`config.mk`:
```
export PLATFORM = sky130hd
export DESIGN_NAME = headset_button_resistance_check_flat
export DESIGN_NICKNAME = d
export VERILOG_FILES = /design/src/rtl/core/hbrc_pkg.sv /design/src/rtl/core/hbrc_if.sv /design/src/rtl/core/hbrc_regs.sv /design/src/rtl/core/hbrc_front.sv /design/src/rtl/core/hbrc_fifo.sv /design/src/rtl/core/hbrc_back.sv /design/src/rtl/core/headset_button_resistance_check.sv /design/src/flat_wrapper.sv
export SDC_FILE = /design/constraint.sdc
export NUM_CORES = 2
export LEC_CHECK = 0
export BUFFER_PORTS_ARGS = -buffer_cell sky130_fd_sc_hd__buf_2
export CAP_MARGIN = 20
export CELL_PAD_IN_SITES_DETAIL_PLACEMENT = 1
export CELL_PAD_IN_SITES_GLOBAL_PLACEMENT = 1
export CORE_ASPECT_RATIO = 1.2
export CORE_MARGIN = 2
export CORE_UTILIZATION = 54
export CTS_CLUSTER_DIAMETER = 40
export CTS_CLUSTER_SIZE = 24
export DETAILED_ROUTE_END_ITERATION = 10
export PLACE_DENSITY = 0.89
export SETUP_SLACK_MARGIN = 0.5
export SLEW_MARGIN = 30
export SYNTH_ARGS = -nofsm -noshare
export SYNTH_HDL_FRONTEND = slang
export SYNTH_SLANG_ARGS = --single-unit
```
`constraint.sdc`:
```
create_clock -name clk -period 72.3 [get_ports clk]
set_clock_uncertainty 0.05 [all_clocks]
set_input_delay 3.615 -clock clk [delete_from_list [all_inputs] [get_ports clk]]
set_output_delay 3.615 -clock clk [all_outputs]
set_load 0.03 [all_outputs]
```
`src/rtl/core/hbrc_pkg.sv`:
```
// Shared types and constants for the headset button resistance check.
// Used by the channel interfaces and every module of the block; depends on nothing.
package hbrc_pkg;

	localparam int ACT_W      = 3;
	localparam int RAW_W      = 16;
	localparam int V_W        = 12;
	localparam int R_W        = 21;
	localparam int VERD_W     = 2;
	localparam int BTN_W      = 3;
	localparam int RB_W       = 16;
	localparam int VB_W       = 12;
	localparam int WIN_W      = 10;
	localparam int IDX_W      = 4;
	localparam int CFG_DATA_W = 16;
	localparam int DEN_W      = 14;
	localparam int PRV_W      = 29;
	localparam int MAG_W      = 27;
	localparam int DIVS_W     = 13;
	localparam int FIFO_DEPTH = 4;

	localparam int SPAN_SHIFT = 15;
	localparam int SPAN_MASK  = 32767;
	localparam int V_MIN      = -2048;
	localparam int V_MAX      = 2047;
	localparam int R_MIN      = -1048576;
	localparam int R_MAX      = 1048575;

	typedef logic [ACT_W-1:0]          action_t;
	typedef logic signed [RAW_W-1:0]   raw_t;
	typedef logic signed [V_W-1:0]     volt_t;
	typedef logic signed [R_W-1:0]     ohm_t;
	typedef logic [VERD_W-1:0]         verdict_t;
	typedef logic [BTN_W-1:0]          button_t;
	typedef logic [IDX_W-1:0]          reg_idx_t;
	typedef logic [CFG_DATA_W-1:0]     reg_data_t;

	localparam action_t ACT_PLAY     = 3'd0;
	localparam action_t ACT_VOLUP    = 3'd1;
	localparam action_t ACT_VOLDOWN  = 3'd2;
	localparam action_t ACT_SPARE    = 3'd3;
	localparam action_t ACT_IDENTIFY = 3'd4;

	localparam verdict_t VERD_PASS    = 2'd0;
	localparam verdict_t VERD_FAIL    = 2'd1;
	localparam verdict_t VERD_NOPRESS = 2'd2;

	localparam button_t BTN_NONE    = 3'd0;
	localparam button_t BTN_PLAY    = 3'd1;
	localparam button_t BTN_VOLUP   = 3'd2;
	localparam button_t BTN_VOLDOWN = 3'd3;
	localparam button_t BTN_SPARE   = 3'd4;

	localparam reg_idx_t REG_BIAS_R   = 4'd0;
	localparam reg_idx_t REG_BIAS_V   = 4'd1;
	localparam reg_idx_t REG_VOLUP_LO = 4'd2;
	localparam reg_idx_t REG_VOLUP_HI = 4'd3;
	localparam reg_idx_t REG_VOLDN_LO = 4'd4;
	localparam reg_idx_t REG_VOLDN_HI = 4'd5;
	localparam reg_idx_t REG_SPARE_LO = 4'd6;
	localparam reg_idx_t REG_SPARE_HI = 4'd7;

	localparam logic [RB_W-1:0]  RST_BIAS_R   = 16'd2200;
	localparam logic [VB_W-1:0]  RST_BIAS_V   = 12'd2200;
	localparam logic [WIN_W-1:0] RST_VOLUP_LO = 10'd237;
	localparam logic [WIN_W-1:0] RST_VOLUP_HI = 10'd243;
	localparam logic [WIN_W-1:0] RST_VOLDN_LO = 10'd465;
	localparam logic [WIN_W-1:0] RST_VOLDN_HI = 10'd475;
	localparam logic [WIN_W-1:0] RST_SPARE_LO = 10'd133;
	localparam logic [WIN_W-1:0] RST_SPARE_HI = 10'd137;

	typedef struct packed {
		logic [RB_W-1:0]  bias_r;
		logic [VB_W-1:0]  bias_v;
		logic [WIN_W-1:0] volup_lo;
		logic [WIN_W-1:0] volup_hi;
		logic [WIN_W-1:0] voldn_lo;
		logic [WIN_W-1:0] voldn_hi;
		logic [WIN_W-1:0] spare_lo;
		logic [WIN_W-1:0] spare_hi;
	} cfg_t;

	typedef struct packed {
		action_t                 action;
		volt_t                   v;
		logic signed [DEN_W-1:0] denom;
		logic signed [PRV_W-1:0] prod;
		logic                    nonpos;
	} q_entry_t;

	typedef struct packed {
		logic full;
		logic empty;
	} fifo_stat_t;

endpackage

```
`src/rtl/core/hbrc_if.sv`:
```
// Handshake channel interfaces for samples, results and register writes.
// Depends on hbrc_pkg for the payload types.
interface hbrc_req_if import hbrc_pkg::*; ();
	logic    valid;
	logic    ready;
	action_t action;
	raw_t    raw_sample;

	modport source (output valid, output action, output raw_sample, input ready);
	modport sink (input valid, input action, input raw_sample, output ready);
endinterface

interface hbrc_rsp_if import hbrc_pkg::*; ();
	logic     valid;
	logic     ready;
	volt_t    voltage_mv;
	ohm_t     resistance_ohm;
	verdict_t verdict;
	button_t  detected_button;

	modport source (output valid, output voltage_mv, output resistance_ohm,
		output verdict, output detected_button, input ready);
	modport sink (input valid, input voltage_mv, input resistance_ohm,
		input verdict, input detected_button, output ready);
endinterface

interface hbrc_cfg_if import hbrc_pkg::*; ();
	logic      valid;
	logic      ready;
	reg_idx_t  index;
	reg_data_t data;

	modport source (output valid, output index, output data, input ready);
	modport sink (input valid, input index, input data, output ready);
endinterface

```
`src/rtl/core/hbrc_regs.sv`:
```
// Configuration register file: bias divider values and button windows.
// Depends on hbrc_pkg and the hbrc_cfg_if channel.
module hbrc_regs import hbrc_pkg::*; (
	input  logic        clk,
	input  logic        arst_n,
	hbrc_cfg_if.sink    cfg,
	output cfg_t        regs
);

	cfg_t regs_q;

	assign cfg.ready = 1'b1;
	assign regs = regs_q;

	always_ff @(posedge clk or negedge arst_n) begin
		if (!arst_n) begin
			regs_q.bias_r   <= RST_BIAS_R;
			regs_q.bias_v   <= RST_BIAS_V;
			regs_q.volup_lo <= RST_VOLUP_LO;
			regs_q.volup_hi <= RST_VOLUP_HI;
			regs_q.voldn_lo <= RST_VOLDN_LO;
			regs_q.voldn_hi <= RST_VOLDN_HI;
			regs_q.spare_lo <= RST_SPARE_LO;
			regs_q.spare_hi <= RST_SPARE_HI;
		end else if (cfg.valid) begin
			case (cfg.index)
				REG_BIAS_R:   regs_q.bias_r   <= cfg.data[RB_W-1:0];
				REG_BIAS_V:   regs_q.bias_v   <= cfg.data[VB_W-1:0];
				REG_VOLUP_LO: regs_q.volup_lo <= cfg.data[WIN_W-1:0];
				REG_VOLUP_HI: regs_q.volup_hi <= cfg.data[WIN_W-1:0];
				REG_VOLDN_LO: regs_q.voldn_lo <= cfg.data[WIN_W-1:0];
				REG_VOLDN_HI: regs_q.voldn_hi <= cfg.data[WIN_W-1:0];
				REG_SPARE_LO: regs_q.spare_lo <= cfg.data[WIN_W-1:0];
				REG_SPARE_HI: regs_q.spare_hi <= cfg.data[WIN_W-1:0];
				default: begin
				end
			endcase
		end
	end

endmodule

```
`src/rtl/core/hbrc_front.sv`:
```
// Front end: accepts samples, scales them to millivolts and prepares the divider operands.
// Depends on hbrc_pkg and the hbrc_req_if channel; feeds hbrc_fifo.
module hbrc_front import hbrc_pkg::*; #(
	parameter int FULL_SCALE_MV = 2048
) (
	input  logic       clk,
	input  logic       arst_n,
	hbrc_req_if.sink   req,
	input  cfg_t       regs,
	input  fifo_stat_t stat,
	output logic       push,
	output q_entry_t   push_data
);

	localparam int FS_W = $clog2(FULL_SCALE_MV + 1);
	localparam int SC_W = RAW_W + FS_W + 1;
	localparam int QW   = SC_W - SPAN_SHIFT;
	localparam logic [FS_W-1:0] FS_U = FS_W'(FULL_SCALE_MV);

	logic                   adv;
	logic                   vld_s1;
	action_t                action_s1;
	logic signed [SC_W-1:0] scaled_s1;

	logic signed [SC_W-1:0] adj;
	logic signed [QW-1:0]   quo;
	volt_t                  v_d;

	logic     vld_s2;
	q_entry_t ent_s2;
	q_entry_t ent_d;

	assign adv       = !stat.full;
	assign req.ready = adv;
	assign push      = vld_s2 && adv;
	assign push_data = ent_s2;

	always_comb begin
		adj = scaled_s1 + (scaled_s1[SC_W-1] ? SC_W'(SPAN_MASK) : '0);
		quo = $signed(adj[SC_W-1:SPAN_SHIFT]);
		if (quo > V_MAX) begin
			v_d = V_W'(V_MAX);
		end else if (quo < V_MIN) begin
			v_d = V_W'(V_MIN);
		end else begin
			v_d = V_W'(quo);
		end
		ent_d.action = action_s1;
		ent_d.v      = v_d;
		ent_d.denom  = $signed({2'b00, regs.bias_v}) - DEN_W'(v_d);
		ent_d.prod   = PRV_W'(v_d) * PRV_W'($signed({1'b0, regs.bias_r}));
		ent_d.nonpos = (ent_d.denom <= 0);
	end

	always_ff @(posedge clk or negedge arst_n) begin
		if (!arst_n) begin
			vld_s1 <= 1'b0;
			vld_s2 <= 1'b0;
		end else if (adv) begin
			vld_s1 <= req.valid;
			vld_s2 <= vld_s1;
		end
	end

	always_ff @(posedge clk) begin
		if (adv) begin
			action_s1 <= req.action;
			scaled_s1 <= SC_W'(req.raw_sample) * SC_W'($signed({1'b0, FS_U}));
			ent_s2    <= ent_d;
		end
	end

endmodule

```
`src/rtl/core/hbrc_fifo.sv`:
```
// Short queue between the front end and the divider back end.
// Depends on hbrc_pkg for the entry and status types.
module hbrc_fifo import hbrc_pkg::*; (
	input  logic       clk,
	input  logic       arst_n,
	input  logic       push,
	input  q_entry_t   push_data,
	input  logic       pop,
	output q_entry_t   pop_data,
	output fifo_stat_t stat
);

	localparam int PTR_W = $clog2(FIFO_DEPTH);
	localparam int CNT_W = $clog2(FIFO_DEPTH + 1);

	q_entry_t           mem [FIFO_DEPTH];
	logic [PTR_W-1:0]   wr_ptr_q;
	logic [PTR_W-1:0]   rd_ptr_q;
	logic [CNT_W-1:0]   count_q;

	assign stat.full  = (count_q == CNT_W'(FIFO_DEPTH));
	assign stat.empty = (count_q == '0);
	assign pop_data   = mem[rd_ptr_q];

	always_ff @(posedge clk or negedge arst_n) begin
		if (!arst_n) begin
			wr_ptr_q <= '0;
			rd_ptr_q <= '0;
			count_q  <= '0;
		end else begin
			if (push) begin
				wr_ptr_q <= (wr_ptr_q == PTR_W'(FIFO_DEPTH - 1)) ? '0 : wr_ptr_q + 1'b1;
			end
			if (pop) begin
				rd_ptr_q <= (rd_ptr_q == PTR_W'(FIFO_DEPTH - 1)) ? '0 : rd_ptr_q + 1'b1;
			end
			if (push && !pop) begin
				count_q <= count_q + 1'b1;
			end else if (pop && !push) begin
				count_q <= count_q - 1'b1;
			end
		end
	end

	always_ff @(posedge clk) begin
		if (push) begin
			mem[wr_ptr_q] <= push_data;
		end
	end

	a_no_push_full: assert property (@(posedge clk) disable iff (!arst_n)
		push |-> !stat.full)
		else $error("queue written while full");

	a_no_pop_empty: assert property (@(posedge clk) disable iff (!arst_n)
		pop |-> !stat.empty)
		else $error("queue read while empty");

endmodule

```
`src/rtl/core/hbrc_back.sv`:
```
// Back end: pipelined restoring divider, saturation, window checks and the result register.
// Depends on hbrc_pkg and the hbrc_rsp_if channel; drains hbrc_fifo.
module hbrc_back import hbrc_pkg::*; #(
	parameter int MAX_VALID_OHM = 1000
) (
	input  logic       clk,
	input  logic       arst_n,
	input  cfg_t       regs,
	input  fifo_stat_t stat,
	input  q_entry_t   pop_data,
	output logic       pop,
	hbrc_rsp_if.source rsp
);

	localparam int DIV_STEPS = MAG_W;

	typedef struct packed {
		action_t            action;
		volt_t              v;
		logic               nonpos;
		logic               neg;
		logic [DIVS_W-1:0]  divisor;
		logic [DIVS_W-1:0]  rem;
		logic [MAG_W-1:0]   quo;
	} div_st_t;

	function automatic div_st_t div_step(div_st_t s);
		div_st_t         o;
		logic [DIVS_W:0] part;
		logic [DIVS_W:0] diff;
		o    = s;
		part = {s.rem, s.quo[MAG_W-1]};
		diff = part - {1'b0, s.divisor};
		if (part >= {1'b0, s.divisor}) begin
			o.rem = diff[DIVS_W-1:0];
			o.quo = {s.quo[MAG_W-2:0], 1'b1};
		end else begin
			o.rem = part[DIVS_W-1:0];
			o.quo = {s.quo[MAG_W-2:0], 1'b0};
		end
		return o;
	endfunction

	function automatic logic in_win(ohm_t r, logic [WIN_W-1:0] lo, logic [WIN_W-1:0] hi);
		return (r >= $signed({{(R_W-WIN_W){1'b0}}, lo}))
			&& (r <= $signed({{(R_W-WIN_W){1'b0}}, hi}));
	endfunction

	logic                adv;
	div_st_t             div_q [DIV_STEPS+1];
	logic [DIV_STEPS:0]  div_vld_q;
	div_st_t             load_d;
	logic [PRV_W-1:0]    abs_prod;

	logic signed [MAG_W:0] r_full;
	ohm_t                  r_d;

	logic     res_vld_q;
	action_t  res_action_q;
	volt_t    res_v_q;
	logic     res_np_q;
	ohm_t     res_r_q;

	logic     hit_play, hit_up, hit_down, hit_spare, in_rng;
	logic     single, ident, sel_hit;
	button_t  sel_btn;
	verdict_t verd_d;
	button_t  btn_d;

	logic     out_vld_q;
	volt_t    out_v_q;
	ohm_t     out_r_q;
	verdict_t out_verd_q;
	button_t  out_btn_q;

	assign adv = !out_vld_q || rsp.ready;
	assign pop = adv && !stat.empty;

	assign rsp.valid           = out_vld_q;
	assign rsp.voltage_mv      = out_v_q;
	assign rsp.resistance_ohm  = out_r_q;
	assign rsp.verdict         = out_verd_q;
	assign rsp.detected_button = out_btn_q;

	always_comb begin
		abs_prod       = pop_data.prod[PRV_W-1] ? PRV_W'(-pop_data.prod)
			: PRV_W'(pop_data.prod);
		load_d.action  = pop_data.action;
		load_d.v       = pop_data.v;
		load_d.nonpos  = pop_data.nonpos;
		load_d.neg     = pop_data.prod[PRV_W-1];
		load_d.divisor = pop_data.nonpos ? DIVS_W'(1) : pop_data.denom[DIVS_W-1:0];
		load_d.rem     = '0;
		load_d.quo     = abs_prod[MAG_W-1:0];
	end

	always_ff @(posedge clk or negedge arst_n) begin
		if (!arst_n) begin
			div_vld_q <= '0;
			res_vld_q <= 1'b0;
			out_vld_q <= 1'b0;
		end else if (adv) begin
			div_vld_q <= {div_vld_q[DIV_STEPS-1:0], !stat.empty};
			res_vld_q <= div_vld_q[DIV_STEPS];
			out_vld_q <= res_vld_q;
		end
	end

	always_ff @(posedge clk) begin
		if (adv) begin
			div_q[0] <= load_d;
			for (int k = 1; k <= DIV_STEPS; k++) begin
				div_q[k] <= div_step(div_q[k-1]);
			end
		end
	end

	always_comb begin
		r_full = div_q[DIV_STEPS].neg ? -$signed({1'b0, div_q[DIV_STEPS].quo})
			: $signed({1'b0, div_q[DIV_STEPS].quo});
		if (div_q[DIV_STEPS].nonpos || r_full > R_MAX) begin
			r_d = R_W'(R_MAX);
		end else if (r_full < R_MIN) begin
			r_d = R_W'(R_MIN);
		end else begin
			r_d = R_W'(r_full);
		end
	end

	always_ff @(posedge clk) begin
		if (adv) begin
			res_action_q <= div_q[DIV_STEPS].action;
			res_v_q      <= div_q[DIV_STEPS].v;
			res_np_q     <= div_q[DIV_STEPS].nonpos;
			res_r_q      <= r_d;
		end
	end

	always_comb begin
		hit_play  = (res_r_q == '0);
		hit_up    = in_win(res_r_q, regs.volup_lo, regs.volup_hi);
		hit_down  = in_win(res_r_q, regs.voldn_lo, regs.voldn_hi);
		hit_spare = in_win(res_r_q, regs.spare_lo, regs.spare_hi);
		in_rng    = (res_r_q >= 0) && (res_r_q <= MAX_VALID_OHM);
		single    = 1'b0;
		ident     = 1'b0;
		sel_hit   = 1'b0;
		sel_btn   = BTN_NONE;
		case (res_action_q)
			ACT_PLAY: begin
				single  = 1'b1;
				sel_hit = hit_play;
				sel_btn = BTN_PLAY;
			end
			ACT_VOLUP: begin
				single  = 1'b1;
				sel_hit = hit_up;
				sel_btn = BTN_VOLUP;
			end
			ACT_VOLDOWN: begin
				single  = 1'b1;
				sel_hit = hit_down;
				sel_btn = BTN_VOLDOWN;
			end
			ACT_SPARE: begin
				single  = 1'b1;
				sel_hit = hit_spare;
				sel_btn = BTN_SPARE;
			end
			ACT_IDENTIFY: begin
				ident = 1'b1;
			end
			default: begin
			end
		endcase
		verd_d = VERD_NOPRESS;
		btn_d  = BTN_NONE;
		if (!res_np_q) begin
			if (single && in_rng) begin
				verd_d = sel_hit ? VERD_PASS : VERD_FAIL;
				btn_d  = sel_hit ? sel_btn : BTN_NONE;
			end else if (ident) begin
				verd_d = VERD_PASS;
				if (hit_play) begin
					btn_d = BTN_PLAY;
				end else if (hit_up) begin
					btn_d = BTN_VOLUP;
				end else if (hit_down) begin
					btn_d = BTN_VOLDOWN;
				end else if (hit_spare) begin
					btn_d = BTN_SPARE;
				end else begin
					verd_d = VERD_NOPRESS;
				end
			end
		end
	end

	always_ff @(posedge clk) begin
		if (adv) begin
			out_v_q    <= res_v_q;
			out_r_q    <= res_r_q;
			out_verd_q <= verd_d;
			out_btn_q  <= btn_d;
		end
	end

	a_pass_has_button: assert property (@(posedge clk) disable iff (!arst_n)
		out_vld_q && out_verd_q == VERD_PASS |-> out_btn_q != BTN_NONE)
		else $error("in-spec result without a button");

	a_other_no_button: assert property (@(posedge clk) disable iff (!arst_n)
		out_vld_q && out_verd_q != VERD_PASS |-> out_btn_q == BTN_NONE)
		else $error("button reported on a result that is not in spec");

	a_stall_holds_pipe: assert property (@(posedge clk) disable iff (!arst_n)
		!adv |=> $stable(div_vld_q) && $stable(res_vld_q))
		else $error("divider pipeline moved while the result was stalled");

endmodule

```
`src/rtl/core/headset_button_resistance_check.sv`:
```
// Headset button resistance check. Each transfer on req carries one signed converter sample
// and a test selector; each transfer on rsp returns the millivolt reading, the solved
// button resistance, a verdict and the detected button. One sample is accepted per cycle
// while rsp keeps up. A sample passes two front-end stages, the four-entry queue, an
// operand register, 27 one-bit-per-stage divider stages, a saturation stage and the
// result register. Registers are written over cfg, always ready; the user must write them
// only while the block is idle, which the block itself does not enforce.
module headset_button_resistance_check import hbrc_pkg::*; #(
	parameter int FULL_SCALE_MV = 2048,
	parameter int MAX_VALID_OHM = 1000
) (
	input  logic       clk,
	input  logic       arst_n,
	hbrc_req_if.sink   req,
	hbrc_rsp_if.source rsp,
	hbrc_cfg_if.sink   cfg
);

	cfg_t       regs;
	fifo_stat_t stat;
	logic       push;
	logic       pop;
	q_entry_t   push_data;
	q_entry_t   pop_data;

	hbrc_regs u_regs (
		.clk    (clk),
		.arst_n (arst_n),
		.cfg    (cfg),
		.regs   (regs)
	);

	hbrc_front #(
		.FULL_SCALE_MV (FULL_SCALE_MV)
	) u_front (
		.clk       (clk),
		.arst_n    (arst_n),
		.req       (req),
		.regs      (regs),
		.stat      (stat),
		.push      (push),
		.push_data (push_data)
	);

	hbrc_fifo u_fifo (
		.clk       (clk),
		.arst_n    (arst_n),
		.push      (push),
		.push_data (push_data),
		.pop       (pop),
		.pop_data  (pop_data),
		.stat      (stat)
	);

	hbrc_back #(
		.MAX_VALID_OHM (MAX_VALID_OHM)
	) u_back (
		.clk      (clk),
		.arst_n   (arst_n),
		.regs     (regs),
		.stat     (stat),
		.pop_data (pop_data),
		.pop      (pop),
		.rsp      (rsp)
	);

endmodule
```
`src/flat_wrapper.sv`:
```
// flat-port wrapper written by rule: the top's interface ports become plain ports
module headset_button_resistance_check_flat import hbrc_pkg::*;
#(
	parameter int FULL_SCALE_MV = 2048,
	parameter int MAX_VALID_OHM = 1000
)
  (clk, arst_n, req_valid, req_action, req_raw_sample, req_ready, rsp_valid, rsp_voltage_mv, rsp_resistance_ohm, rsp_verdict, rsp_detected_button, rsp_ready, cfg_valid, cfg_index, cfg_data, cfg_ready);
  hbrc_req_if req_i ();
  hbrc_rsp_if rsp_i ();
  hbrc_cfg_if cfg_i ();
  input  logic clk;
  input  logic arst_n;
  input wire logic [$bits(req_i.valid)-1:0] req_valid;
  input wire logic [$bits(req_i.action)-1:0] req_action;
  input wire logic [$bits(req_i.raw_sample)-1:0] req_raw_sample;
  output wire logic [$bits(req_i.ready)-1:0] req_ready;
  output wire logic [$bits(rsp_i.valid)-1:0] rsp_valid;
  output wire logic [$bits(rsp_i.voltage_mv)-1:0] rsp_voltage_mv;
  output wire logic [$bits(rsp_i.resistance_ohm)-1:0] rsp_resistance_ohm;
  output wire logic [$bits(rsp_i.verdict)-1:0] rsp_verdict;
  output wire logic [$bits(rsp_i.detected_button)-1:0] rsp_detected_button;
  input wire logic [$bits(rsp_i.ready)-1:0] rsp_ready;
  input wire logic [$bits(cfg_i.valid)-1:0] cfg_valid;
  input wire logic [$bits(cfg_i.index)-1:0] cfg_index;
  input wire logic [$bits(cfg_i.data)-1:0] cfg_data;
  output wire logic [$bits(cfg_i.ready)-1:0] cfg_ready;
  assign req_i.valid = req_valid;
  assign req_i.action = req_action;
  assign req_i.raw_sample = req_raw_sample;
  assign req_ready = req_i.ready;
  assign rsp_valid = rsp_i.valid;
  assign rsp_voltage_mv = rsp_i.voltage_mv;
  assign rsp_resistance_ohm = rsp_i.resistance_ohm;
  assign rsp_verdict = rsp_i.verdict;
  assign rsp_detected_button = rsp_i.detected_button;
  assign rsp_i.ready = rsp_ready;
  assign cfg_i.valid = cfg_valid;
  assign cfg_i.index = cfg_index;
  assign cfg_i.data = cfg_data;
  assign cfg_ready = cfg_i.ready;
  headset_button_resistance_check #(.FULL_SCALE_MV(FULL_SCALE_MV), .MAX_VALID_OHM(MAX_VALID_OHM)) u_core (.clk(clk), .arst_n(arst_n), .req(req_i), .rsp(rsp_i), .cfg(cfg_i));
endmodule
```
==> results.json <==
{
  "numCtsBuffers": 282,
  "nFillCells": 17450,
  "ys_ff_latch": 2427,
  "final-hold-violation-count": 0,
  "grt_overflow_total": 0,
  "syn_area_per_cell_sq_um": 15.68,
  "critPathMostFrequentCell": "fa_1",
  "setup_viol": 0,
  "place_inst": 9330,
  "drive_above_1_share_pct": 16.00,
  "worstSetupPathType": "reg2reg",
  "maxSlewViolCount": 0,
  "layout.nets": 7741,
  "die-area_sq_um": 198000,
  "synth_top_area_cell": "edfxtp_1",
  "cts_max_level": 5,
  "hold_class": "reg2reg",
  "yosysMostFrequentCell": "edfxtp_1",
  "syn_nets": 7415,
  "synth_commonest_cells": "edfxtp_1, inv_1, ha_1",
  "syn_to_final_growth_pct": 12.92,
  "cp_top_family": "adder cells",
  "yosysTopAreaCellShare_pct": 65.78,
  "async_reset_ff_share_pct": 5.233,
  "cp-start-kind": "flip-flop",
  "port_buffers": 83,
  "die_h_um": 487.0,
  "worst_slew_pin_slew_ns": 1.039,
  "drt_iter0_markers": 4847,
  "antenna_found_initial": 7,
  "r2r_slack_ns": 63.12,
  "met1_length_mm": 89.29,
  "crit_fanout": 18,
  "detail_route.vias_per_cell": 5.963,
  "final_area_sq_um": 118600,
  "reg2reg_from": "u_core.u_front.scaled_s1[26]",
  "clkSinkCount": 2427,
  "min_from": "u_core.u_back.div_q[1][77]",
  "maxSlewHeadroom_pct": 30.75,
  "critical_path.reg2reg.endpoint": "u_core.u_front.push_data[26]",
  "fmax_ghz": 0.1090,
  "routed_wl_mm": 256.6,
  "critPathSlowestCell": "nand2_1",
  "clockBufferDepth": 4,
  "num_rows": 177,
  "root_buffer": "clkbuf_16",
  "cts_tree": "done",
  "ys_types": 74,
  "cts_resized": 0,
  "whs_endpoint": "u_core.u_back.div_q[1][148]",
  "synth_area_sq_um": 105000,
  "period_share_pct": 12.69,
  "gr-usage-all-layers_pct": 26.08,
  "ys.flop_type": "edfxtp_1",
  "setup-tns-final_ns": 0,
  "gp_congestion": 0.8704,
  "grt_first_pass_wirelength_mm": 393.6,
  "cts_hold_buf": 0,
  "cp.required_ns": 72.90,
  "netlist_instances": 6695,
  "yosysSeqAreaShare_pct": 68.85,
  "grt_max_degree": 204,
  "worst_skew_pair.late_latency_ns": 0.94,
  "cp_num_buf_inv": 3,
  "synthTopCellsByArea": "edfxtp_1, ha_1, mux2_2",
  "wl_per_cell_um": 26.09,
  "route.met2.wl_mm": 138.7,
  "dr.pass1.iters": 9,
  "cp.arrival_ns": 9.78,
  "via_count": 58640,
  "min_period_ns": 9.178,
  "route.detailed.drc": 0,
  "worstRegToRegCells": 26,
  "core_sq_um": 193600,
  "synth_edf_count": 2300,
  "maxUsedRoutingLayer": "met4",
  "dp.final_hpwl_mm": 150.6,
  "grt_pass1_vias": 65690,
  "wl_met3_mm": 15.07,
  "die_width_um": 406.5,
  "rsz0062_at_grt": "no",
  "endpoint_kind": "flip-flop",
  "cap_violations": 0,
  "clk_pin_slew_ns": 0.08,
  "final_cell_count_no_fill": 9833,
  "place_area_sq_um": 109000,
  "postCtsSetupBuffers": 0,
  "outcome": "complete, no violations",
  "slowest_delay_ns": 0.70,
  "antenna_left": 0,
  "num_io_pins": 85,
  "start_util_pct": 54.24,
  "synth_warnings": 0,
  "hold_depth": 0
}
-- cell families (layout without fill, tap and decap cells) --
group,Yosys count,count (layout),share of synthesized area [%]
AO/OA/AOI/OAI,912,912,5.613
multiplexers,448,448,5.344
flip-flops,2427,2427,68.85
adder cells (fa/ha/maj),676,676,9.257
other,1,8,0.003572
AND/OR/NAND/NOR,1106,1106,5.334
buffers and inverters,803,1339,2.908
XOR/XNOR,322,322,2.686
-- state kept, by name (all words and copies together), names as in the netlist, 2 cells and up --
name,cells
u_core.u_back.res_r_q,21
u_core.u_back.div_vld_q,28
u_core.u_fifo.count_q,3
u_core.u_front.action_s1,3
u_core.u_front.push_data,57
u_core.u_back.div_q,1921
u_core.u_front.scaled_s1,16
u_core.u_regs.regs,88
u_core.u_back.rsp.voltage_mv,12
u_core.u_back.res_action_q,3
u_core.u_back.rsp.detected_button,3
u_core.u_fifo.wr_ptr_q,2
u_core.u_back.res_v_q,12
u_core.u_back.rsp.resistance_ohm,21
u_core.u_fifo.mem,228
u_core.u_fifo.rd_ptr_q,2
u_core.u_back.rsp.verdict,2
-- cells in the final DEF, fill, tap and decap left out, drive strengths merged, types with 25 or more instances in the layout --
cell type,instances
nand2b,44
xor2,124
nor3,104
clkbuf,308
mux2,340
o31ai,29
o21ai,225
a211oi,64
and3,30
nand4,79
fa,168
mux4,56
a21oi,195
dfstp,38
edfxtp,2300
nand2,290
nand3,63
dfrtp,89
o21bai,33
xnor2,198
a31oi,26
nor4,46
nor2b,86
buf,140
mux2i,52
inv,774
and2,74
nor2,177
clkinv,73
or2,68
a21boi,33
a21o,188
a221oi,25
o21a,30
ha,508
-- routing by layer --
layer  track usage, %  vias up
met2            48.28     2423
met5                0        -
li1                 -    25460
met3            4.765      864
met4            13.27        0
met1            28.21    29890
-- layout make-up --
| type | count | area (sq um) | share of cell area (%) |
|---|---|---|---|
| antenna | 7 | 17.52 | 0.01477 |
| clock buffer | 308 | 7345 | 6.195 |
| clock inverter | 186 | 2128 | 1.795 |
| inverter | 705 | 2646 | 2.232 |
| multi-input combinational | 3465 | 29900 | 25.22 |
| sequential | 2427 | 72300 | 60.98 |
| tap | 2595 | 3247 | 2.739 |
| timing repair buffer | 140 | 978.4 | 0.8253 |
-- worst max path at each step --
stage	startpoint	to	cells past startpoint
5_1_grt	u_core.u_front.scaled_s1[26]	u_core.u_front.push_data[26]	28
4_1_cts	u_core.u_front.scaled_s1[26]	u_core.u_front.push_data[26]	26
2_1_floorplan	rsp_ready	u_core.u_back.div_vld_q[20]	4
3_3_place_gp	rsp_ready	u_core.u_back.div_q[1][574]	7
6_report	u_core.u_front.scaled_s1[26]	u_core.u_front.push_data[26]	26
3_5_place_dp	rsp_ready	u_core.u_back.div_q[1][792]	7
-- per-stage QoR --
| step | setup slack, ns | utilization, % | hold WS [ns] |
|---|---|---|---|
| 2_1_floorplan | 7.760 | - | 0.3503 |
| 3_3_place_gp | 63.46 | 56.25 | 0.3501 |
| 3_5_place_dp | 63.35 | 56.32 | 0.3552 |
| 4_1_cts | 63.26 | 61.21 | 0.3190 |
| 5_1_grt | 62.64 | 61.25 | 0.3230 |
| 6_report | 63.12 | 61.25 | 0.3181 |
Power is not shown: default switching activity piles up to over one toggle a cycle in this logic, so the estimate is an artifact.
